`src/sv/assert_macros.svh`:
```
// Assertion macros shared by the activation unit RTL.
// No dependencies; included by the files that carry assertions.
`ifndef ASSERT_MACROS_SVH
`define ASSERT_MACROS_SVH

// Same-cycle implication, disabled during reset
`define ASSERT_IMPLIES(lbl, clk, rst_n, ante, cons, msg) \
	lbl: assert property (@(posedge clk) disable iff (!rst_n) (ante) |-> (cons)) \
		else $error(msg);

// Next-cycle implication, disabled during reset
`define ASSERT_NEXT(lbl, clk, rst_n, ante, cons, msg) \
	lbl: assert property (@(posedge clk) disable iff (!rst_n) (ante) |=> (cons)) \
		else $error(msg);

`endif

```
`src/sv/act_pkg.sv`:
```
// Package for the activation unit: widths, mode codes, side-band struct
// and the exp(-t) knot table built at elaboration. No dependencies.
package act_pkg;

	localparam int DataW    = 16;
	localparam int FracBits = 12;
	localparam int TableSeg = 64;
	localparam int SegBits  = 6;
	localparam int KnotW    = 31;
	localparam int ArgW     = 17;
	localparam int QuotW    = 13;
	localparam int NumW     = 43;
	localparam int DenW     = 32;
	localparam int LkqW     = 9;
	localparam int AccW     = DataW + 2;

	localparam longint FxOne  = 64'd1 << FracBits;
	localparam longint Q30One = 64'd1 << 30;

	// |v|/100 as multiply by reciprocal, exact for |v| <= 2^15
	localparam int LeakyMul   = 41944;
	localparam int LeakyShift = 22;
	localparam int LeakyDeriv = (4096 + 50) / 100;

	// Taylor step 16/TableSeg in Q30
	localparam logic [63:0] KnotStep = (64'd16 << 30) / TableSeg;

	localparam logic [2:0] MODE_TANH    = 3'd0;
	localparam logic [2:0] MODE_SIGMOID = 3'd1;
	localparam logic [2:0] MODE_RELU    = 3'd2;
	localparam logic [2:0] MODE_LEAKY   = 3'd3;
	localparam logic [2:0] MODE_LINEAR  = 3'd4;
	localparam logic [2:0] MODE_SOFTMAX = 3'd5;
	localparam logic [2:0] MODE_RESET   = MODE_SIGMOID;

	typedef logic [KnotW-1:0] knot_arr_t [0:TableSeg];

	typedef struct packed {
		logic [2:0]              mode;
		logic signed [DataW-1:0] v;
		logic [QuotW-1:0]        smx;
		logic                    sflag;
		logic [LkqW-1:0]         lkq;
	} side_t;

	// shift-subtract quotient, elaboration only
	function automatic logic [63:0] udiv64(logic [63:0] num, logic [63:0] dv);
		logic [63:0] q;
		logic [63:0] r;
		q = '0;
		r = '0;
		for (int b = 63; b >= 0; b--) begin
			r = {r[62:0], num[b]};
			if (r >= dv) begin
				r    = r - dv;
				q[b] = 1'b1;
			end
		end
		return q;
	endfunction

	// K[i] = exp(-16*i/TableSeg) in Q30, via a truncated Taylor sum for the ratio
	function automatic knot_arr_t build_knots();
		knot_arr_t   k;
		logic [63:0] x;
		logic [63:0] term;
		logic [63:0] kk;
		longint      sum;
		x    = KnotStep;
		term = 64'd1 << 30;
		sum  = 64'd1 << 30;
		for (int n = 1; n <= 30; n++) begin
			term = udiv64((term * x) >> 30, 64'(n));
			if ((n & 1) == 1)
				sum = sum - longint'(term);
			else
				sum = sum + longint'(term);
		end
		if (sum < 0)
			sum = 0;
		kk   = 64'd1 << 30;
		k[0] = kk[KnotW-1:0];
		for (int i = 1; i <= TableSeg; i++) begin
			kk   = (kk * 64'(sum) + (64'd1 << 29)) >> 30;
			k[i] = kk[KnotW-1:0];
		end
		return k;
	endfunction

	localparam knot_arr_t Knots = build_knots();

endpackage

```
`src/sv/act_exp.sv`:
```
// Front end of the activation unit: exp(-t) table interpolation and
// divider operand set-up, four pipeline stages. Depends on act_pkg.
module act_exp import act_pkg::*; (
	input  logic                    clk,
	input  logic                    arst_n,
	input  logic                    in_valid,
	input  logic [2:0]              mode,
	input  logic signed [DataW-1:0] v,
	input  logic signed [DataW-1:0] m,
	output logic                    valid_s4,
	output logic [NumW-1:0]         num_s4,
	output logic [DenW-1:0]         den_s4,
	output side_t                   side_s4
);

	// stage 1: exp argument
	logic signed [DataW:0] diff;
	logic [DataW-1:0]      mag;
	logic [ArgW-1:0]       t;
	logic                  sflag;

	always_comb begin
		diff  = {v[DataW-1], v} - {m[DataW-1], m};
		mag   = v[DataW-1] ? DataW'(-v) : v;
		sflag = (mode == MODE_SOFTMAX) && (diff > 0);
		unique case (mode)
			MODE_TANH:    t = {mag, 1'b0};
			MODE_SOFTMAX: t = (diff > 0) ? '0 : ArgW'(-diff);
			default:      t = {1'b0, mag};
		endcase
	end

	logic                    valid_s1, valid_s2, valid_s3;
	logic [2:0]              mode_s1, mode_s2, mode_s3;
	logic signed [DataW-1:0] v_s1, v_s2, v_s3;
	logic                    sflag_s1, sflag_s2, sflag_s3;
	logic [ArgW-1:0]         t_s1;
	logic [DataW-1:0]        mag_s1;

	always_ff @(posedge clk or negedge arst_n) begin
		if (!arst_n) begin
			valid_s1 <= 1'b0;
			valid_s2 <= 1'b0;
			valid_s3 <= 1'b0;
			valid_s4 <= 1'b0;
		end else begin
			valid_s1 <= in_valid;
			valid_s2 <= valid_s1;
			valid_s3 <= valid_s2;
			valid_s4 <= valid_s3;
		end
	end

	always_ff @(posedge clk) begin
		mode_s1  <= mode;
		v_s1     <= v;
		sflag_s1 <= sflag;
		t_s1     <= t;
		mag_s1   <= mag;
	end

	// stage 2: knot lookup, leaky quotient
	logic [SegBits-1:0] idx;
	logic [SegBits:0]   idx_nx;
	logic [31:0]        lkprod;
	logic [KnotW-1:0]   ka_s2, kb_s2, ka_s3;
	logic [9:0]         q_s2;
	logic               zero_s2, zero_s3;
	logic [LkqW-1:0]    lkq_s2, lkq_s3;

	always_comb begin
		idx    = t_s1[SegBits+9:10];
		idx_nx = {1'b0, idx} + 1'b1;
		lkprod = 32'(mag_s1) * 32'(LeakyMul);
	end

	always_ff @(posedge clk) begin
		ka_s2    <= Knots[idx];
		kb_s2    <= Knots[idx_nx];
		q_s2     <= t_s1[9:0];
		zero_s2  <= t_s1[ArgW-1];
		lkq_s2   <= lkprod[LeakyShift+LkqW-1:LeakyShift];
		mode_s2  <= mode_s1;
		v_s2     <= v_s1;
		sflag_s2 <= sflag_s1;
	end

	// stage 3: slope times fraction
	logic [KnotW-1:0]    delta;
	logic [KnotW+9:0]    prod_s3;

	assign delta = ka_s2 - kb_s2;

	always_ff @(posedge clk) begin
		prod_s3  <= (KnotW+10)'(delta) * (KnotW+10)'(q_s2);
		ka_s3    <= ka_s2;
		zero_s3  <= zero_s2;
		lkq_s3   <= lkq_s2;
		mode_s3  <= mode_s2;
		v_s3     <= v_s2;
		sflag_s3 <= sflag_s2;
	end

	// stage 4: e, divider operands, softmax result
	logic [KnotW-1:0] e;
	logic [NumW-1:0]  num;
	logic [DenW-1:0]  den;
	logic [DenW-1:0]  rnd;
	side_t            side;

	always_comb begin
		e   = zero_s3 ? '0 : ka_s3 - KnotW'(prod_s3 >> 10);
		den = DenW'(Q30One) + DenW'(e);
		rnd = DenW'(e) + (DenW'(1) << (29 - FracBits));
		unique case (mode_s3)
			MODE_TANH: num = NumW'(KnotW'(Q30One) - e) << FracBits;
			default:   num = v_s3[DataW-1] ? (NumW'(e) << FracBits)
				: (NumW'(1) << (30 + FracBits));
		endcase
		side.mode  = mode_s3;
		side.v     = v_s3;
		side.smx   = QuotW'(rnd >> (30 - FracBits));
		side.sflag = sflag_s3;
		side.lkq   = lkq_s3;
	end

	always_ff @(posedge clk) begin
		num_s4  <= num;
		den_s4  <= den;
		side_s4 <= side;
	end

endmodule

```
`src/sv/act_div.sv`:
```
// Pipelined restoring divider, one quotient bit per stage, for the
// tanh and sigmoid quotients. Depends on act_pkg and assert_macros.svh.
`include "assert_macros.svh"

module act_div import act_pkg::*; (
	input  logic             clk,
	input  logic             arst_n,
	input  logic             in_valid,
	input  logic [NumW-1:0]  num,
	input  logic [DenW-1:0]  den,
	input  side_t            side,
	output logic             out_valid,
	output logic [QuotW-1:0] quot,
	output side_t            out_side
);

	logic             valid_s [0:QuotW];
	logic [NumW-1:0]  rem_s   [0:QuotW];
	logic [DenW-1:0]  den_s   [0:QuotW];
	logic [QuotW-1:0] quot_s  [0:QuotW];
	side_t            side_s  [0:QuotW];

	assign valid_s[0] = in_valid;
	assign rem_s[0]   = num;
	assign den_s[0]   = den;
	assign quot_s[0]  = '0;
	assign side_s[0]  = side;

	for (genvar j = 0; j < QuotW; j++) begin : g_step
		localparam int K = QuotW - 1 - j;
		logic [NumW:0] trial;
		logic          ge;

		always_comb begin
			trial = (NumW+1)'(den_s[j]) << K;
			ge    = {1'b0, rem_s[j]} >= trial;
		end

		always_ff @(posedge clk or negedge arst_n) begin
			if (!arst_n)
				valid_s[j+1] <= 1'b0;
			else
				valid_s[j+1] <= valid_s[j];
		end

		always_ff @(posedge clk) begin
			rem_s[j+1]  <= ge ? rem_s[j] - trial[NumW-1:0] : rem_s[j];
			quot_s[j+1] <= quot_s[j] | (QuotW'(ge) << K);
			den_s[j+1]  <= den_s[j];
			side_s[j+1] <= side_s[j];
		end
	end

	assign out_valid = valid_s[QuotW];
	assign quot      = quot_s[QuotW];
	assign out_side  = side_s[QuotW];

	// numerator never exceeds the divisor scaled by one
	`ASSERT_IMPLIES(a_quot_range, clk, arst_n, out_valid, quot <= QuotW'(FxOne), "quotient above one")

endmodule

```
`src/sv/act_out.sv`:
```
// Back end: selects the activated value per mode, forms the derivative
// and saturates both; three stages. Depends on act_pkg, assert_macros.svh.
`include "assert_macros.svh"

module act_out import act_pkg::*; (
	input  logic                    clk,
	input  logic                    arst_n,
	input  logic                    in_valid,
	input  logic [QuotW-1:0]        quot,
	input  side_t                   side,
	output logic                    valid_sc,
	output logic signed [DataW-1:0] activated_sc,
	output logic signed [DataW-1:0] derivative_sc,
	output logic                    saturated_sc
);

	localparam int ProdW = 2 * AccW;

	// stage A: activated value
	logic signed [AccW-1:0] a, dconst, qs;
	logic                   mul, tanh;
	logic                   neg;

	always_comb begin
		neg    = side.v[DataW-1];
		qs     = $signed(AccW'(quot));
		mul    = 1'b1;
		tanh   = 1'b0;
		dconst = AccW'(FxOne);
		unique case (side.mode)
			MODE_TANH: begin
				a    = neg ? -qs : qs;
				tanh = 1'b1;
			end
			MODE_RELU: begin
				a      = neg ? '0 : AccW'(side.v);
				mul    = 1'b0;
				dconst = neg ? '0 : AccW'(FxOne);
			end
			MODE_LEAKY: begin
				a      = neg ? -$signed(AccW'(side.lkq)) : AccW'(side.v);
				mul    = 1'b0;
				dconst = neg ? AccW'(LeakyDeriv) : AccW'(FxOne);
			end
			MODE_LINEAR: begin
				a   = AccW'(side.v);
				mul = 1'b0;
			end
			MODE_SOFTMAX: a = $signed(AccW'(side.smx));
			default:      a = qs;
		endcase
	end

	logic                   valid_sa, valid_sb;
	logic signed [AccW-1:0] a_sa, a_sb, dconst_sa, dconst_sb;
	logic                   mul_sa, mul_sb, tanh_sa, tanh_sb, sflag_sa, sflag_sb;

	always_ff @(posedge clk or negedge arst_n) begin
		if (!arst_n) begin
			valid_sa <= 1'b0;
			valid_sb <= 1'b0;
			valid_sc <= 1'b0;
		end else begin
			valid_sa <= in_valid;
			valid_sb <= valid_sa;
			valid_sc <= valid_sb;
		end
	end

	always_ff @(posedge clk) begin
		a_sa      <= a;
		dconst_sa <= dconst;
		mul_sa    <= mul;
		tanh_sa   <= tanh;
		sflag_sa  <= side.sflag;
	end

	// stage B: a*a for tanh, a*(1-a) for the logistic family
	logic signed [AccW-1:0]  b;
	logic signed [ProdW-1:0] prod_sb;

	assign b = tanh_sa ? a_sa : AccW'(FxOne) - a_sa;

	always_ff @(posedge clk) begin
		prod_sb   <= ProdW'(a_sa) * ProdW'(b);
		a_sb      <= a_sa;
		dconst_sb <= dconst_sa;
		mul_sb    <= mul_sa;
		tanh_sb   <= tanh_sa;
		sflag_sb  <= sflag_sa;
	end

	// stage C: derivative and clipping
	localparam longint Hi = (64'sd1 <<< (DataW - 1)) - 1;
	localparam longint Lo = -(64'sd1 <<< (DataW - 1));

	logic signed [ProdW-1:0] dw, aw;
	logic                    clip_a, clip_d;
	logic signed [DataW-1:0] a_c, d_c;

	always_comb begin
		if (tanh_sb)
			dw = ProdW'(FxOne) - (prod_sb >>> FracBits);
		else if (mul_sb)
			dw = prod_sb >>> FracBits;
		else
			dw = ProdW'(dconst_sb);
		aw     = ProdW'(a_sb);
		clip_a = (aw > ProdW'(Hi)) || (aw < ProdW'(Lo));
		clip_d = (dw > ProdW'(Hi)) || (dw < ProdW'(Lo));
		a_c    = clip_a ? (aw[ProdW-1] ? DataW'(Lo) : DataW'(Hi)) : aw[DataW-1:0];
		d_c    = clip_d ? (dw[ProdW-1] ? DataW'(Lo) : DataW'(Hi)) : dw[DataW-1:0];
	end

	always_ff @(posedge clk) begin
		activated_sc  <= a_c;
		derivative_sc <= d_c;
		saturated_sc  <= sflag_sb | clip_a | clip_d;
	end

	`ASSERT_IMPLIES(a_deriv_sign, clk, arst_n, valid_sc, !derivative_sc[DataW-1], "negative derivative")
	`ASSERT_NEXT(a_softmax_clamp, clk, arst_n, valid_sb && sflag_sb, saturated_sc && (derivative_sc == '0), "softmax clamp lost")

endmodule

```
`src/sv/nn_activation_with_derivative.sv`:
```
// Activation unit with derivative: tanh, sigmoid, relu, leaky relu, linear, softmax exp.
// From accepting start to the done strobe, an item passes the 4 exp stages,
// 13 divider stages and 3 output stages; throughput one item per cycle.
// busy is never raised; the receiver cannot stall and none is needed.
// Reset clears the stage valid bits and sets the mode to sigmoid.
// Depends on act_pkg, act_exp, act_div and act_out.
module nn_activation_with_derivative import act_pkg::*; (
	input  logic                    clk,
	input  logic                    arst_n,
	input  logic                    start,
	output logic                    busy,
	input  logic signed [DataW-1:0] pre_activation,
	input  logic signed [DataW-1:0] softmax_offset,
	input  logic                    activation_mode_we,
	input  logic [2:0]              activation_mode_wdata,
	output logic                    done,
	output logic signed [DataW-1:0] activated,
	output logic signed [DataW-1:0] derivative,
	output logic                    saturated
);

	logic [2:0] mode_q;

	always_ff @(posedge clk or negedge arst_n) begin
		if (!arst_n)
			mode_q <= MODE_RESET;
		else if (activation_mode_we)
			mode_q <= activation_mode_wdata;
	end

	assign busy = 1'b0;

	logic            exp_valid, div_valid;
	logic [NumW-1:0] num;
	logic [DenW-1:0] den;
	side_t           exp_side, div_side;
	logic [QuotW-1:0] quot;

	act_exp u_exp (
		.clk      (clk),
		.arst_n   (arst_n),
		.in_valid (start && !busy),
		.mode     (mode_q),
		.v        (pre_activation),
		.m        (softmax_offset),
		.valid_s4 (exp_valid),
		.num_s4   (num),
		.den_s4   (den),
		.side_s4  (exp_side)
	);

	act_div u_div (
		.clk       (clk),
		.arst_n    (arst_n),
		.in_valid  (exp_valid),
		.num       (num),
		.den       (den),
		.side      (exp_side),
		.out_valid (div_valid),
		.quot      (quot),
		.out_side  (div_side)
	);

	act_out u_out (
		.clk           (clk),
		.arst_n        (arst_n),
		.in_valid      (div_valid),
		.quot          (quot),
		.side          (div_side),
		.valid_sc      (done),
		.activated_sc  (activated),
		.derivative_sc (derivative),
		.saturated_sc  (saturated)
	);

endmodule

```
`config.mk`:
```
export PLATFORM = sky130hd
export DESIGN_NAME = nn_activation_with_derivative
export DESIGN_NICKNAME = d
export VERILOG_FILES = /design/src/sv/act_pkg.sv /design/src/sv/act_exp.sv /design/src/sv/act_div.sv /design/src/sv/act_out.sv /design/src/sv/nn_activation_with_derivative.sv
export VERILOG_INCLUDE_DIRS = /design/src /design/src/sv
export SDC_FILE = /design/constraint.sdc
export NUM_CORES = 2
export LEC_CHECK = 0
export BUFFER_PORTS_ARGS = -buffer_cell sky130_fd_sc_hd__buf_2
export CORE_ASPECT_RATIO = 0.7
export CORE_UTILIZATION = 45
export DETAILED_ROUTE_END_ITERATION = 12
export HOLD_SLACK_MARGIN = 0.02
export SYNTH_ARGS = -nofsm -noshare
export SYNTH_HDL_FRONTEND = slang
export SYNTH_SLANG_ARGS = --single-unit
```
`constraint.sdc`:
```
create_clock -name clk -period 10.4 [get_ports clk]
set_input_delay 1.04 -clock clk [delete_from_list [all_inputs] [get_ports clk]]
set_output_delay 1.04 -clock clk [all_outputs]
set_load 0.01 [all_outputs]
```
==> flow_metrics.tcl <==
set metrics [dict create \
    track_usage_pct 23.3 \
    clk_root_buffer_cell "clkbuf_16" \
    num_vias 74800 \
    start_util_pct 45.4 \
    synth_edf_count 0 \
    synthFlopType "dfxtp_1" \
    ys_seq_area_share_pct 38.2 \
    slowest_stage "xor2_1" \
    crit_arrival_ps 10130 \
    wl_per_cell_um 19.0 \
    cts_sinks 1936 \
    ant_nets 0 \
    ff2ff_setup_slack_ps 990 \
    ys_seq_elements 1936 \
    grt_overflow_total 0 \
    grt_pass1_wl_um 421000 \
    fmax_ghz 0.106 \
    cts_resized 0 \
    fin_util_pct 50.0 \
    area_delta_synth_final_pct 10.0 \
    timing.rr.end "u_out.prod_sb[35]" \
    fin_tns_setup_ps 0 \
    grt_pass1_vias 73500 \
    clkTransAtPathRegs_ps 70 \
    die_h_um 400 \
    maxSlewViolCount 0 \
    worst_slew_pin_slew_ps 1320 \
    place.gp.congestion 0.917 \
    fin_crit_ps 9410 \
    die_area_um2 228000 \
    crit_required_ps 11110 \
    fillers 20500 \
    rsz0062_at_grt "no" \
    htreeDepth 4 \
    cp_common_cell "fa_1" \
    port_buffers 72 \
    drt-vias-per-instance 5.33 \
    cts_hold_buf 0 \
    report.final.hold_viol_count 0 \
    crit_fanout 23 \
    dp_hpwl_um 208000 \
    crit_buf_inv 1 \
    drt_iter0_drc 5855 \
    rr_worst_depth 26 \
    slew_headroom_pct 12.0 \
    grt_start_max_net_pins 68 \
    period_share_pct 90.5 \
    critPathLaunchType "flop" \
    drive_gt1_share_pct 6.10 \
    finClkSkew_ps 63.4 \
    wl_um 266000 \
    path_delay_family "adder cells" \
    syn_area_um2 102000 \
    die_w_um 571 \
    synth_warnings 0 \
    cts_buffers 189 \
    cts_tree "yes" \
    syn_area_per_cell_um2 9.41 \
    num_rows 145 \
    antenna_found_initial 11 \
    drc 0 \
    setup_viol_count_final 0 \
    r2r-start "u_out.a_sa[3]" \
    status "finished clean" \
    cap_violations 0 \
    synth_cells 10800 \
    async_reset_ff_share_pct 1.19 \
    post-cts-setup-buffers 0 \
    worstHoldPathType "input port to async pin" \
    syn_nets 12300 \
    drt_pass1_iterations 5 \
    slowest_delay_ps 670 \
    core_area_um2 224000 \
    cts_buffer_depth 4 \
    ys_types 108 \
    clk_latency_ps 860 \
    io_pins 74 \
    critPathKind "flop to flop" \
    critPathCaptureType "flop" \
    num-nets-final 12300 \
]
==> worst max path at each step <==
stage / start / end / depth (start not counted)
after global routing: u_out.a_sa[3] / u_out.prod_sb[35] / 28
after CTS: u_out.a_sa[3] / u_out.prod_sb[35] / 26
after global placement: u_out.a_sa[3] / u_out.prod_sb[35] / 30
final: u_out.a_sa[3] / u_out.prod_sb[35] / 26
after floorplan: u_exp.ka_s2[0] / u_exp.prod_s3[34] / 34
after detailed placement: u_out.a_sa[3] / u_out.prod_sb[35] / 26
==> Yosys cell counts (18+ instances only) <==
cell | n | area share, %
and2_1 | 263 | 1.6
a311oi_1 | 24 | 0.21
ha_1 | 789 | 9.7
a221oi_1 | 21 | 0.18
nor4_1 | 46 | 0.28
a2111oi_0 | 20 | 0.17
nand3_1 | 158 | 0.78
inv_1 | 1375 | 5.1
nand4_1 | 88 | 0.54
a31o_2 | 20 | 0.17
o21a_1 | 97 | 0.72
o211ai_1 | 49 | 0.36
a221o_1 | 30 | 0.29
xnor2_1 | 305 | 2.6
or3_1 | 64 | 0.39
nor3_1 | 186 | 0.91
o21bai_1 | 54 | 0.40
dfxtp_1 | 1913 | 38
o21ai_1 | 19 | 0.093
dfrtp_1 | 22 | 0.54
mux2_2 | 55 | 0.61
a31oi_1 | 81 | 0.50
buf_1 | 24 | 0.088
a21o_1 | 248 | 1.8
and3_1 | 77 | 0.47
o22ai_1 | 26 | 0.16
nor3b_1 | 26 | 0.19
mux2i_1 | 31 | 0.30
o21ai_0 | 597 | 2.9
nand2_1 | 1025 | 3.8
xor2_1 | 231 | 2.0
a211o_1 | 18 | 0.15
fa_1 | 646 | 13
a21boi_0 | 24 | 0.18
nor2_1 | 609 | 2.2
clkbuf_1 | 283 | 1.0
or2_2 | 31 | 0.19
nor2b_1 | 119 | 0.73
a21oi_1 | 582 | 2.9
nand2b_1 | 91 | 0.56
a211oi_1 | 78 | 0.58
o31ai_1 | 73 | 0.54
==> metrics by stage <==
| step | hold WS [ps] | setup slack (ps) | cell area, µm² | std cells |
|---|---|---|---|---|
| 5_1_grt | 163 | 238 | 112000 | 14000 |
| 2_1_floorplan | 310 | 2270 | 102000 | 10800 |
| 4_1_cts | 115 | 1030 | 112000 | 14000 |
| 6_report | 160 | 986 | 112000 | 14000 |
| 3_5_place_dp | 312 | 1060 | 106000 | 13700 |
| 3_3_place_gp | 310 | 1250 | 106000 | 13700 |
==> cell type report <==
| type | count | area (µm²) | area share, % |
|---|---|---|---|
| Inverter | 1384 | 5190 | 4.64 |
| Clock inverter | 100 | 1120 | 0.998 |
| Sequential cell | 1936 | 38900 | 34.7 |
| Antenna cell | 4 | 10.0 | 0.00893 |
| Tap cell | 3013 | 3770 | 3.37 |
| Timing Repair Buffer | 183 | 1190 | 1.07 |
| Clock buffer | 232 | 5190 | 4.64 |
| Multi-Input combinational cell | 7176 | 56700 | 50.6 |
==> routing by layer <==
| metal | up-vias | wire [µm] | track usage [%] |
|---|---|---|---|
| met2 | 2599 | 105000 | 33.1 |
| met5 | - | 0 | 0 |
| met3 | 367 | 19200 | 3.87 |
| met4 | 0 | 6620 | 6.01 |
| met1 | 35700 | 135000 | 36.1 |
| li1 | 36200 | - | - |
==> flip-flops by register name, indices dropped and copies added (netlist names), 16 cells and up <==
name	flops
u_out.activated_sc	16
u_div.rem_s	438
u_div.side_s	504
u_exp.side_s4	42
u_div.out_side	42
u_out.derivative_sc	16
u_exp.ka_s2	31
u_exp.ka_s3	31
u_exp.t_s1	17
u_out.a_sa	18
u_out.a_sb	18
u_exp.v_s3	16
u_div.den_s	384
u_exp.den_s4	32
u_div.quot_s	78
u_exp.v_s2	16
u_exp.prod_s3	31
u_exp.num_s4	31
u_exp.v_s1	16
u_out.prod_sb	24
u_exp.kb_s2	31
==> logic make-up after synthesis <==
group / after synthesis / synth area share (%)
mux: 90 / 0.990
fa+ha+maj: 1435 / 22.4
simple gates: 2882 / 13.6
compound gates: 2232 / 13.9
buf+inv: 1712 / 6.36
xor+xnor: 536 / 4.61
flops: 1936 / 38.2
other cells: 1 / 0.00368
==> layout by cell type, fill, tap and decap left out, types with 91 or more instances in the layout <==
cell type and count:
ha_1 788, nand2_1 1025, xnor2_1 299, o21a_1 97, o21ai_0 597, dfxtp_1 1909
nand3_1 158, and2_1 263, nor2b_1 119, a21o_1 248, nand2b_1 91, fa_1 646
inv_1 1375, nor3_1 183, nor2_1 608, xor2_1 231, a21oi_1 580, clkbuf_16 191
buf_4 111
Power is not shown: default switching activity piles up to over one toggle a cycle in this logic, so the estimate is an artifact.
